File: config.mk
export PLATFORM = sky130hd
export DESIGN_NAME = image_packet_deframer_decoder
export DESIGN_NICKNAME = d
export VERILOG_FILES = /design/src/ipdd_pkg.sv /design/src/ipdd_ram.sv /design/src/ipdd_word_unit.sv /design/src/image_packet_deframer_decoder.sv
export SDC_FILE = /design/constraint.sdc
export NUM_CORES = 1
export LEC_CHECK = 0
export ABC_AREA = 1
export BUFFER_PORTS_ARGS = -buffer_cell sky130_fd_sc_hd__buf_2
export CAP_MARGIN = 20
export CORE_ASPECT_RATIO = 1.25
export CORE_MARGIN = 8
export CORE_UTILIZATION = 30
export CTS_CLUSTER_DIAMETER = 200
export DETAILED_ROUTE_END_ITERATION = 10
export PLACE_DENSITY = 0.56
export SLEW_MARGIN = 20
export SYNTH_ARGS = -nofsm -noshare
export SYNTH_HDL_FRONTEND = slang
export SYNTH_SLANG_ARGS = --single-unit
File: constraint.sdc
create_clock -name aclk -period 13.2 [get_ports aclk]
set_clock_uncertainty 0.1 [all_clocks]
set_input_delay 2.64 -clock aclk [delete_from_list [all_inputs] [get_ports aclk]]
set_output_delay 2.64 -clock aclk [all_outputs]
set_load 0.01 [all_outputs]
File: src/ipdd_pkg.sv
// ============================================================================
// ipdd_pkg: shared types and constants of the image packet deframer
// Holds the input and output structs of both channels, result kinds and fixed
// constants of the packet format and the pixel decode.
// ============================================================================
`default_nettype none

package ipdd_pkg;

    localparam int PAYLOAD_WORDS_DEF = 16;

    localparam logic [31:0] MAGIC_WORD = 32'hBA2FA166;

    localparam int INDEX_W = 20;
    localparam int CSUM_W  = 12;
    localparam int PIX_W   = 24;

    localparam int          CSUM_MUL = 41;
    localparam int          DEC_MUL  = 31;
    localparam logic [7:0]  DEC_XOR  = 8'b10101010;
    localparam logic [7:0]  PREV_GAP = 8'hFF;

    typedef enum logic [2:0] {
        KIND_PIXELS   = 3'd0,
        KIND_CSUM_ERR = 3'd1,
        KIND_SIZE_ERR = 3'd2,
        KIND_RANGE    = 3'd3,
        KIND_DONE     = 3'd4,
        KIND_IGNORED  = 3'd5
    } kind_t;

    typedef enum logic {
        MODE_START = 1'b0,
        MODE_WORD  = 1'b1
    } mode_t;

    typedef struct packed {
        mode_t              mode;
        logic [31:0]        data_word;
        logic               word_last;
        logic [PIX_W-1:0]   pixel_count;
        logic               start_ok;
    } in_t;

    typedef struct packed {
        kind_t              kind;
        logic [31:0]        pixels;
        logic [PIX_W-1:0]   byte_offset;
        logic [2:0]         byte_count;
        logic               frame_valid;
        logic               last;
    } out_t;

endpackage

`default_nettype wire

File: src/ipdd_ram.sv
// ============================================================================
// ipdd_ram: generic single-port-write, single-port-read RAM
// One write and one registered read per cycle.
// ============================================================================
`default_nettype none

module ipdd_ram #(
    parameter int WIDTH = 32,
    parameter int DEPTH = 16,
    localparam int ADDR_W = (DEPTH > 1) ? $clog2(DEPTH) : 1
) (
    input  wire logic              aclk,
    input  wire logic              wr_en,
    input  wire logic [ADDR_W-1:0] wr_addr,
    input  wire logic [WIDTH-1:0]  wr_data,
    input  wire logic              rd_en,
    input  wire logic [ADDR_W-1:0] rd_addr,
    output logic      [WIDTH-1:0]  rd_data
);

    logic [WIDTH-1:0] mem [0:DEPTH-1];

    always_ff @(posedge aclk) begin
        if (wr_en) begin
            mem[wr_addr] <= wr_data;
        end
        if (rd_en) begin
            rd_data <= mem[rd_addr];
        end
    end

endmodule

`default_nettype wire

File: src/ipdd_word_unit.sv
// ============================================================================
// ipdd_word_unit: shared per-word arithmetic unit
// Folds the four bytes of a word into the running checksum and decodes the
// first byte_cnt bytes of the same word into pixels.
// ============================================================================
`default_nettype none

module ipdd_word_unit (
    input  wire logic [ipdd_pkg::CSUM_W-1:0] csum_in,
    input  wire logic [31:0]                 word_in,
    input  wire logic [7:0]                  prev_in,
    input  wire logic [2:0]                  byte_cnt,
    output logic      [ipdd_pkg::CSUM_W-1:0] csum_out,
    output logic      [31:0]                 pix_out,
    output logic      [7:0]                  prev_out
);

    // checksum: c = c*41 + b, mod 4096, low byte first
    always_comb begin
        logic [ipdd_pkg::CSUM_W-1:0] c;
        c = csum_in;
        for (int k = 0; k < 4; k++) begin
            c = ipdd_pkg::CSUM_W'(c * ipdd_pkg::CSUM_MUL + int'(word_in[8*k +: 8]));
        end
        csum_out = c;
    end

    // decode: (raw - 31*prev_raw) ^ 0xAA; bytes past byte_cnt stay zero
    always_comb begin
        logic [7:0] raw;
        logic [7:0] pv;
        logic [7:0] dec;
        pix_out  = '0;
        prev_out = prev_in;
        for (int k = 0; k < 4; k++) begin
            raw = word_in[8*k +: 8];
            pv  = (k == 0) ? prev_in : word_in[8*(k-1) +: 8];
            dec = 8'(raw - 8'(pv * 8'(ipdd_pkg::DEC_MUL))) ^ ipdd_pkg::DEC_XOR;
            if (3'(k) < byte_cnt) begin
                pix_out[8*k +: 8] = dec;
                prev_out          = raw;
            end
        end
    end

endmodule

`default_nettype wire

File: src/image_packet_deframer_decoder.sv
// Flow: a frame start or a non-final word is handled in S_IDLE; a final word with the right
// length runs the checksum fold (S_CRD, S_CFOLD per payload word), the sequence and range
// checks (S_SEQ, S_RANGE), then S_PRD, S_PEMIT per pixel result (or S_OOR) and S_DONE.
// Throughput: one packet in flight; input waits until the block is idle and the result
// register is free, so output stalls add directly. Reset: synchronous active-low aresetn
// clears control state; the payload RAM is not cleared.
// ============================================================================
// image_packet_deframer_decoder: camera packet deframer and pixel decoder
// Checks magic, length, checksum, range and sequence of each packet, buffers
// the payload and emits decoded pixels up to four bytes per result.
// ============================================================================
`default_nettype none

module image_packet_deframer_decoder #(
    parameter int PAYLOAD_WORDS = ipdd_pkg::PAYLOAD_WORDS_DEF
) (
    input  wire logic           aclk,
    input  wire logic           aresetn,
    input  wire logic           s_valid,
    output logic                s_ready,
    input  wire ipdd_pkg::in_t  s_data,
    output logic                m_valid,
    input  wire logic           m_ready,
    output ipdd_pkg::out_t      m_data
);

    localparam int PB     = 4 * PAYLOAD_WORDS;
    localparam int ADDR_W = (PAYLOAD_WORDS > 1) ? $clog2(PAYLOAD_WORDS) : 1;
    localparam int WC_W   = $clog2(PAYLOAD_WORDS + 3);
    localparam int REM_W  = $clog2(PB + 1);
    localparam int BASE_W = ipdd_pkg::INDEX_W + REM_W;
    localparam int PIX_W  = ipdd_pkg::PIX_W;
    localparam int IDX_W  = ipdd_pkg::INDEX_W;
    localparam int CS_W   = ipdd_pkg::CSUM_W;

    typedef enum logic [3:0] {
        S_IDLE,
        S_CRD,
        S_CFOLD,
        S_SEQ,
        S_RANGE,
        S_OOR,
        S_PRD,
        S_PEMIT,
        S_DONE
    } state_t;

    state_t              state_reg, state_next;
    logic                active_reg, active_next;
    logic                good_reg, good_next;
    logic                last_vld_reg, last_vld_next;
    logic [IDX_W-1:0]    last_idx_reg, last_idx_next;
    logic [WC_W-1:0]     word_cnt_reg, word_cnt_next;
    logic                magic_ok_reg, magic_ok_next;
    logic [7:0]          prev_raw_reg, prev_raw_next;
    logic [PIX_W-1:0]    frame_pix_reg, frame_pix_next;
    logic                out_valid_reg, out_valid_next;
    ipdd_pkg::out_t      out_reg, out_next;

    logic [31:0]         tail_reg, tail_next;
    logic [CS_W-1:0]     csum_reg, csum_next;
    logic [ADDR_W-1:0]   addr_reg, addr_next;
    logic [BASE_W-1:0]   base_reg, base_next;
    logic [REM_W-1:0]    rem_reg, rem_next;
    logic [PIX_W-1:0]    offset_reg, offset_next;
    logic                done_reg, done_next;

    // follows flag captured in S_SEQ, before last_idx is overwritten
    logic                follows_hold_reg;

    logic                out_free;
    logic                s_take;
    logic                ram_wr_en;
    logic                ram_rd_en;
    logic [31:0]         ram_rd_data;
    logic [2:0]          pix_cnt;
    logic [CS_W-1:0]     unit_csum;
    logic [31:0]         unit_pix;
    logic [7:0]          unit_prev;

    logic [IDX_W-1:0]    tail_idx;
    logic [CS_W-1:0]     tail_csum;
    logic                idx_zero;
    logic                follows;
    logic                in_range;
    logic [PIX_W-1:0]    diff;
    logic                magic_now;

    assign out_free = !out_valid_reg || m_ready;
    assign s_ready  = (state_reg == S_IDLE) && out_free;
    assign s_take   = s_valid && s_ready;
    assign m_valid  = out_valid_reg;
    assign m_data   = out_reg;

    assign tail_idx  = tail_reg[IDX_W-1:0];
    assign tail_csum = tail_reg[31 -: CS_W];
    assign idx_zero  = (tail_idx == '0);
    assign follows   = last_vld_reg &&
                       ({1'b0, tail_idx} == ({1'b0, last_idx_reg} + (IDX_W+1)'(1)));
    assign in_range  = !idx_zero &&
                       ({{PIX_W{1'b0}}, base_reg} < {{BASE_W{1'b0}}, frame_pix_reg});
    assign diff      = frame_pix_reg - PIX_W'(base_reg);
    assign magic_now = (s_data.data_word == ipdd_pkg::MAGIC_WORD);
    assign pix_cnt   = (rem_reg >= REM_W'(4)) ? 3'd4 : 3'(rem_reg);

    assign ram_wr_en = s_take && (s_data.mode == ipdd_pkg::MODE_WORD) && !s_data.word_last &&
                       (word_cnt_reg != '0) && (word_cnt_reg <= WC_W'(PAYLOAD_WORDS));
    assign ram_rd_en = (state_reg == S_CRD) || (state_reg == S_PRD);

    ipdd_ram #(
        .WIDTH (32),
        .DEPTH (PAYLOAD_WORDS)
    ) u_payload_ram (
        .aclk    (aclk),
        .wr_en   (ram_wr_en),
        .wr_addr (ADDR_W'(word_cnt_reg - WC_W'(1))),
        .wr_data (s_data.data_word),
        .rd_en   (ram_rd_en),
        .rd_addr (addr_reg),
        .rd_data (ram_rd_data)
    );

    ipdd_word_unit u_word_unit (
        .csum_in  (csum_reg),
        .word_in  (ram_rd_data),
        .prev_in  (prev_raw_reg),
        .byte_cnt (pix_cnt),
        .csum_out (unit_csum),
        .pix_out  (unit_pix),
        .prev_out (unit_prev)
    );

    always_comb begin
        state_next     = state_reg;
        active_next    = active_reg;
        good_next      = good_reg;
        last_vld_next  = last_vld_reg;
        last_idx_next  = last_idx_reg;
        word_cnt_next  = word_cnt_reg;
        magic_ok_next  = magic_ok_reg;
        prev_raw_next  = prev_raw_reg;
        frame_pix_next = frame_pix_reg;
        out_valid_next = out_valid_reg && !m_ready;
        out_next       = out_reg;
        tail_next      = tail_reg;
        csum_next      = csum_reg;
        addr_next      = addr_reg;
        base_next      = base_reg;
        rem_next       = rem_reg;
        offset_next    = offset_reg;
        done_next      = done_reg;

        unique case (state_reg)
            S_IDLE: begin
                if (s_take) begin
                    if (s_data.mode == ipdd_pkg::MODE_START) begin
                        // drop any packet in progress
                        active_next   = s_data.start_ok;
                        good_next     = s_data.start_ok;
                        last_vld_next = 1'b0;
                        word_cnt_next = '0;
                        if (s_data.start_ok) begin
                            frame_pix_next = s_data.pixel_count;
                            prev_raw_next  = 8'd0;
                        end
                    end else begin
                        if (word_cnt_reg == '0) begin
                            magic_ok_next = magic_now;
                        end
                        if (!s_data.word_last) begin
                            if (word_cnt_reg < WC_W'(PAYLOAD_WORDS + 2)) begin
                                word_cnt_next = word_cnt_reg + WC_W'(1);
                            end
                        end else begin
                            word_cnt_next = '0;
                            out_next = '{kind: ipdd_pkg::KIND_IGNORED, pixels: '0,
                                         byte_offset: '0, byte_count: '0,
                                         frame_valid: 1'b0, last: 1'b1};
                            if (!((word_cnt_reg == '0) ? magic_now : magic_ok_reg) ||
                                !active_reg) begin
                                out_valid_next = 1'b1;
                            end else if (word_cnt_reg != WC_W'(PAYLOAD_WORDS + 1)) begin
                                good_next      = 1'b0;
                                out_next.kind  = ipdd_pkg::KIND_SIZE_ERR;
                                out_valid_next = 1'b1;
                            end else begin
                                tail_next  = s_data.data_word;
                                csum_next  = s_data.data_word[CS_W-1:0];
                                addr_next  = '0;
                                state_next = S_CRD;
                            end
                        end
                    end
                end
            end

            S_CRD: begin
                state_next = S_CFOLD;
            end

            S_CFOLD: begin
                csum_next = unit_csum;
                if (addr_reg == ADDR_W'(PAYLOAD_WORDS - 1)) begin
                    state_next = S_SEQ;
                end else begin
                    addr_next  = addr_reg + ADDR_W'(1);
                    state_next = S_CRD;
                end
            end

            S_SEQ: begin
                if (csum_reg != tail_csum) begin
                    if (out_free) begin
                        good_next      = 1'b0;
                        out_next       = '{kind: ipdd_pkg::KIND_CSUM_ERR, pixels: '0,
                                           byte_offset: '0, byte_count: '0,
                                           frame_valid: 1'b0, last: 1'b1};
                        out_valid_next = 1'b1;
                        state_next     = S_IDLE;
                    end
                end else begin
                    if (last_vld_reg && !follows) begin
                        good_next = 1'b0;
                    end
                    last_vld_next = !idx_zero;
                    last_idx_next = tail_idx;
                    base_next     = BASE_W'(BASE_W'(tail_idx - IDX_W'(1)) * BASE_W'(PB));
                    state_next    = S_RANGE;
                end
            end

            S_RANGE: begin
                // follows was taken before last_idx moved, so keep it here
                done_next = idx_zero ? (frame_pix_reg == '0)
                                     : (in_range && (diff <= PIX_W'(PB)));
                if (in_range) begin
                    rem_next    = (diff <= PIX_W'(PB)) ? REM_W'(diff) : REM_W'(PB);
                    offset_next = PIX_W'(base_reg);
                    addr_next   = '0;
                    state_next  = S_PRD;
                end else begin
                    state_next = S_OOR;
                end
            end

            S_OOR: begin
                if (out_free) begin
                    out_next       = '{kind: ipdd_pkg::KIND_RANGE, pixels: '0,
                                       byte_offset: '0, byte_count: '0,
                                       frame_valid: 1'b0, last: !done_reg};
                    out_valid_next = 1'b1;
                    state_next     = done_reg ? S_DONE : S_IDLE;
                end
            end

            S_PRD: begin
                state_next = S_PEMIT;
            end

            S_PEMIT: begin
                if (out_free) begin
                    out_next       = '{kind: ipdd_pkg::KIND_PIXELS, pixels: unit_pix,
                                       byte_offset: offset_reg, byte_count: pix_cnt,
                                       frame_valid: 1'b0,
                                       last: (rem_reg <= REM_W'(4)) && !done_reg};
                    out_valid_next = 1'b1;
                    prev_raw_next  = unit_prev;
                    rem_next       = rem_reg - REM_W'(pix_cnt);
                    offset_next    = offset_reg + PIX_W'(4);
                    addr_next      = addr_reg + ADDR_W'(1);
                    if (rem_reg <= REM_W'(4)) begin
                        state_next = done_reg ? S_DONE : S_IDLE;
                    end else begin
                        state_next = S_PRD;
                    end
                end
            end

            S_DONE: begin
                if (out_free) begin
                    active_next    = 1'b0;
                    out_next       = '{kind: ipdd_pkg::KIND_DONE, pixels: '0,
                                       byte_offset: '0, byte_count: '0,
                                       frame_valid: good_reg, last: 1'b1};
                    out_valid_next = 1'b1;
                    state_next     = S_IDLE;
                end
            end

            default: begin
                state_next = S_IDLE;
            end
        endcase

        // previous raw byte for the first pixel of an in-range packet
        if (state_reg == S_RANGE && in_range) begin
            if (tail_idx == IDX_W'(1)) begin
                prev_raw_next = 8'd0;
            end else if (!follows_hold_reg) begin
                prev_raw_next = ipdd_pkg::PREV_GAP;
            end
        end
    end

    always_ff @(posedge aclk) begin
        if (!aresetn) begin
            state_reg     <= S_IDLE;
            active_reg    <= 1'b0;
            good_reg      <= 1'b0;
            last_vld_reg  <= 1'b0;
            word_cnt_reg  <= '0;
            magic_ok_reg  <= 1'b0;
            prev_raw_reg  <= 8'd0;
            frame_pix_reg <= '0;
            out_valid_reg <= 1'b0;
        end else begin
            state_reg     <= state_next;
            active_reg    <= active_next;
            good_reg      <= good_next;
            last_vld_reg  <= last_vld_next;
            word_cnt_reg  <= word_cnt_next;
            magic_ok_reg  <= magic_ok_next;
            prev_raw_reg  <= prev_raw_next;
            frame_pix_reg <= frame_pix_next;
            out_valid_reg <= out_valid_next;
        end
    end

    always_ff @(posedge aclk) begin
        out_reg      <= out_next;
        last_idx_reg <= last_idx_next;
        tail_reg     <= tail_next;
        csum_reg     <= csum_next;
        addr_reg     <= addr_next;
        base_reg     <= base_next;
        rem_reg      <= rem_next;
        offset_reg   <= offset_next;
        done_reg     <= done_next;
        if (state_reg == S_SEQ) begin
            follows_hold_reg <= follows;
        end
    end

endmodule

`default_nettype wire
* Yosys cells after proc, flatten, opt, wreduce, memory -nomap -nowiden *
Memories as Yosys holds them, arrays and structs flattened. A register that Yosys moved wholly into a read port is not among the register bits.
Index checks and enable logic that the tools add are counted.

word-level totals
  bits in writable memories = 512
  memories kept = 1
  bits of input ports = 63
  output and inout bits = 66
  logic and storage cells = 245
  register bits = 232

memory list
  memory             depth  bits a word  read ports  clocked after Yosys merged registers in  write ports  RTL line        source
  u_payload_ram.mem  16     32           1           1                                        1            ipdd_ram.sv:21  logic [WIDTH-1:0] mem [0:DEPTH-1];

cells by class
  reduce and logical (&&, ||, !) cells = 49
  $lt $le $gt $ge = 10
  $mul = 8
  muxes and demuxes = 95
  add/sub/neg operators = 16
  eq/ne operators = 34
  bitwise operators = 8

operators with widths
  operator                 count
  $mux W64                 8
  $pmux W64 S5             1
  $mux W8                  15
  $mux W4                  19
  $mux W12                 5
  $add A12 B8 Y12          4
  $mul A12 B6 Y12 const B  4
  $mux W24                 2
  $pmux W24 S2             1
  $pmux W4 S9              1
  $eq A32 B32 Y1 const B   1
  $mul A8 B5 Y8 const B    4
  $sub A8 B8 Y8            4
  $ne A2 B2 Y1 const B     14
  $lt A27 B24 Y1           1
  $add A24 B3 Y24 const B  1
  $le A24 B7 Y1 const B    1
  $logic_not A24 Y1        1
  $mux W1                  24
  $pmux W12 S2             1
  $sub A24 B24 Y24         1
  $add A20 B1 Y21 const B  1
  $eq A20 B21 Y1           1
  $mux W7                  3
  other kinds (46)         102

* Depth between registers and ports, before layout *
  depth in word-level cells = 12
  mapped depth = 50
  depth with buffers taken out = 49

* Modules after synthesis *
Synthesis repeated with hierarchy kept, for this count alone.

unflattened totals
  cells, all modules = 4584
  area, all modules = 43316.5 um2

modules (own cells, without submodules)
  module                         cells each  area an instance (um2)  sequential area each (um2)  times used
  ipdd_ram                       2120        23050.9                 16335.7                     1
  image_packet_deframer_decoder  1379        12130.4                 6386.1                      1
  ipdd_word_unit                 1085        8135.3                  0.0                         1

* Least setup slack after synthesis *
No wires, ideal clock.

  kind = flip-flop to flip-flop
  start = register csum_reg[1]
  end = register csum_reg[11], data pin
  path slack = 2.978 ns
  clock period less this slack = 10.222 ns
  path buffers = 1
  cell stages (with the launch flop) = 50
  data arrival time = 9.869 ns
  data required time = 12.847 ns
  library setup time = 0.253 ns
  cells stage by stage = edfxtp_1 > ha_1 > inv_1 > fa_1 > inv_1 > ha_1 > inv_1 > fa_1 > inv_1 > ha_1 > xor2_1 > fa_1 > inv_1 > ha_1 > inv_1 > fa_1 > inv_1 > ha_1 > [... 14 more ...] > inv_1 > fa_1 > inv_1 > ha_1 > inv_1 > fa_1 > inv_1 > ha_1 > nand2_1 > o21ai_0 > a21oi_1 > o21bai_1 > xor2_1 > nand3_1 > nand2_1 > nand3_1 > nand3_1 > nand2_1

on the way
  word-level cells in the longest chain between the ends = 9

RTL lines
  item                    RTL line                              source
  start, declared         image_packet_deframer_decoder.sv:61   logic [CS_W-1:0] csum_reg, csum_next;
  start signal, assigned  image_packet_deframer_decoder.sv:333  csum_reg <= csum_next;
  $mul A12 B6 Y12         ipdd_word_unit.sv:23                  c = ipdd_pkg::CSUM_W'(c * ipdd_pkg::CSUM_MUL + int'(word_in[8*k +: 8]));
  $add A12 B8 Y12         ipdd_word_unit.sv:23
  $mul A12 B6 Y12         ipdd_word_unit.sv:23
  $add A12 B8 Y12         ipdd_word_unit.sv:23
  $mul A12 B6 Y12         ipdd_word_unit.sv:23
  $add A12 B8 Y12         ipdd_word_unit.sv:23
  $mul A12 B6 Y12         ipdd_word_unit.sv:23
  $add A12 B8 Y12         ipdd_word_unit.sv:23
  $pmux W12 S2            image_packet_deframer_decoder.sv:153  unique case (state_reg)
  net csum_next[11]       image_packet_deframer_decoder.sv:61

The timed path passes the listed nets, and every way through them passes these cells.
A chain may end at the register's enable or synchronous reset.

* Worst setup path after layout *
Ends and elaborated chain as after synthesis.

==> impl_metrics.py <==
metrics = {
    "finish": {
        "nFillCells": 13512,
        "area_growth_syn_to_layout_pct": 13.4,
        "drive_gt1_frac": 0.0957,
        "design_area_um2": 46200,
        "largest_reg_flops": 512,
        "final_nets": 4239,
        "top_register": "u_payload_ram.mem",
    },
    "synth": {
        "synthArstFlopShare": 0,
        "synth_warnings": 0,
        "synth_area_um2": 40800,
        "synth_area_leaders": "edfxtp_1, ha_1, fa_1",
        "seq_area_frac_synth": 0.557,
        "ys.flop_type": "edfxtp_1",
        "yosys.area.top_type_share": 0.534,
        "synth_edf_count": 726,
        "synth_area_leader_cell": "edfxtp_1",
        "synth_seq_cells": 772,
        "yosysUniqueCellTypes": 72,
        "syn_area_per_cell_um2": 11.0,
        "syn_inst": 3703,
    },
    "drt": {
        "drc_errors": 0,
        "routed_via_density": 4.82,
        "ant_nets": 0,
        "postRouteWirelength_um": 106000,
        "vias": 27321,
        "drt-wirelength-per-cell_um": 18.8,
        "dr.pass1.iters": 5,
        "drtIter0Drc": 1928,
    },
    "sta": {
        "finalHoldViolCount": 0,
        "max_freq_mhz": 92.9,
        "worstMarginPinSlew_ns": 1.05,
        "slew-limit-headroom": 0.297,
        "finalSetupTns_ns": 0,
        "rsz0062_at_grt": "no",
        "fin_ws_ns": 2.43,
        "layout_min_cycle_time_ns": 10.77,
        "finalCritPeriodShare": 0.816,
        "setup_viol": 0,
        "drv_slew": 0,
    },
    "power": {
        "leakagePower_nw": 17.6,
        "vdd_drop_max_v": 0.0000927,
        "power.total_mw": 5.05,
        "cellPowerDensity_nw_per_um2": 109,
    },
    "die": {
        "core_um2": 135000,
        "die_y_um": 428,
        "start_util": 0.302,
        "rows": 151,
        "die_w_um": 346,
        "die_area_um2": 148000,
        "io_pins": 129,
    },
    "clock_network": {
        "clockRootBuffer": "clkbuf_16",
        "cts_tree": "yes",
        "cts.htree.levels": 3,
        "cts.sinks": 772,
        "postCtsSetupBuffers": 0,
        "postCtsHoldBufs": 0,
        "cts_max_path_buffers": 3,
        "numCtsBuffers": 81,
        "clk_pin_slew_worst_paths_ns": 0.06,
        "clk_latency_ns": 0.69,
        "postCtsResizedCells": 0,
    },
    "global_routing": {
        "met1_usage": 0.172,
        "grt_most_used_layer": "met2",
        "track_usage": 0.140,
        "antenna_found_initial": 24,
        "grt_pass1_wl_um": 163000,
        "grt.overflow.total": 0,
        "gr-usage-met3": 0.0295,
        "grt_util_met2": 0.244,
        "grt_start_max_net_pins": 100,
        "grt_pass1_vias": 27234,
    },
    "critical_path": {
        "cp_slowest_cell": "fa_1",
        "crit_top_cell": "inv_1",
        "r2r_cells": 48,
        "slowest_delay_ns": 0.53,
        "critPathMaxFanout": 6,
        "worstPathRequired_ns": 13.54,
        "crit_type": "register to register",
        "cp-start-kind": "register",
        "cp.arrival_ns": 11.11,
        "end_kind": "register",
    },
    "place": {
        "port_buffers": 126,
        "dpl.hpwl_um": 72100,
        "place_ws_ns": 2.45,
        "gp_congestion": 0.872,
        "place_area_um2": 43600,
    },
    "min_path": {
        "min_delay_path_depth": 2,
        "hold_class": "register to register",
    },
    "run": {
        "maxCapViolCount": 0,
    },
    "status": {
        "status": "finished clean",
    },
}
==> final timing paths <==
check,startpoint,end,slack [ns]
setup reg to reg,csum_reg[1],csum_reg[11],2.43
setup / recovery,csum_reg[1],csum_reg[11],2.43
hold reg to reg,active_reg,active_reg,0.39
hold / removal,active_reg,active_reg,0.39
==> per-stage QoR <==
stage	instances	hold WS [ns]	util
5_1_grt	5659	0.398	0.342
2_1_floorplan	3704	0.327	-
3_3_place_gp	5513	0.367	0.322
3_5_place_dp	5513	0.371	0.322
4_1_cts	5658	0.383	0.342
6_report	5663	0.385	0.342
==> routing by layer <==
| metal | up-vias | wire length (um) |
|---|---|---|
| met1 | 13318 | 45000 |
| met4 | 28 | 2990 |
| li1 | 13154 | - |
| met5 | - | 172 |
| met2 | 639 | 52100 |
| met3 | 182 | 6290 |
==> cell families after synthesis <==
group	count (synthesis)	synth area share
buffers and inverters	593	0.0561
AND/OR/NAND/NOR	1171	0.122
other	2	0.000184
adder cells (fa/ha/maj)	339	0.122
multiplexers	51	0.0125
flip-flops	772	0.557
XOR/XNOR	163	0.0355
AO/OA/AOI/OAI	612	0.0947
==> cell usage after synthesis, drive strengths merged, types with 3 or more instances <==
cell type and n:
edfxtp 726, nor2 513, inv 470, nand2 393, o21ai 256, ha 242, nand3 153, a21oi 133
fa 97, clkbuf 95, xor2 91, o32ai 77, xnor2 71, o221ai 52, mux2i 51, dfxtp 46
nor3 36, nand4 33, o211ai 25, buf 22, or2 16, o31ai 11, a22oi 10, a31oi 10
nor3b 9, a21o 8, o21bai 8, a211oi 7, nand3b 7, clkinv 5, nor4 4, and2 3
==> where the power goes <==
| group | internal [mW] | leakage (nW) | total [mW] | switching, mW |
|---|---|---|---|---|
| combinational | 0.0294 | 9.31 | 0.118 | 0.0888 |
| clock | 1.27 | 1.27 | 2.25 | 0.986 |
| sequential | 2.68 | 7.05 | 2.68 | 0.00441 |
==> layout by cell type (no fill, tap or decap), drive strengths merged, types with 11 or more instances in the layout <==
cell      n
clkbuf   99
fa       97
dfxtp    46
nor3     36
nand2   393
edfxtp  726
ha      242
xor2     91
or2      16
o31ai    11
inv     475
clkinv   40
o21ai   256
mux2i    51
a21oi   133
nand3   153
nor2    513
buf     168
o221ai   52
nand4    33
o32ai    77
o211ai   25
xnor2    71
==> worst max-delay path: cells and delay by family (launching register included) <==
family / cells / cell delay [ns]
adders and majority gates: 17 / 6.73
and+or+nand+nor: 9 / 0.93
AOI/OAI and AO/OA: 4 / 0.85
buffers and inverters: 15 / 0.79
xor gates and xnor gates: 3 / 0.62
DFF: 1 / 0.49
==> final cells by class <==
cell class	count	area (um^2)	area share
Multi-Input combinational cell	2339	16000	0.345
Antenna cell	5	12.5	0.000271
Timing Repair Buffer	168	946	0.0205
Clock buffer	99	2140	0.0462
Sequential cell	772	22700	0.491
Tap cell	1759	2200	0.0476
Inverter	475	1790	0.0388
Clock inverter	46	475	0.0103
(Power assumes the default switching activity.)
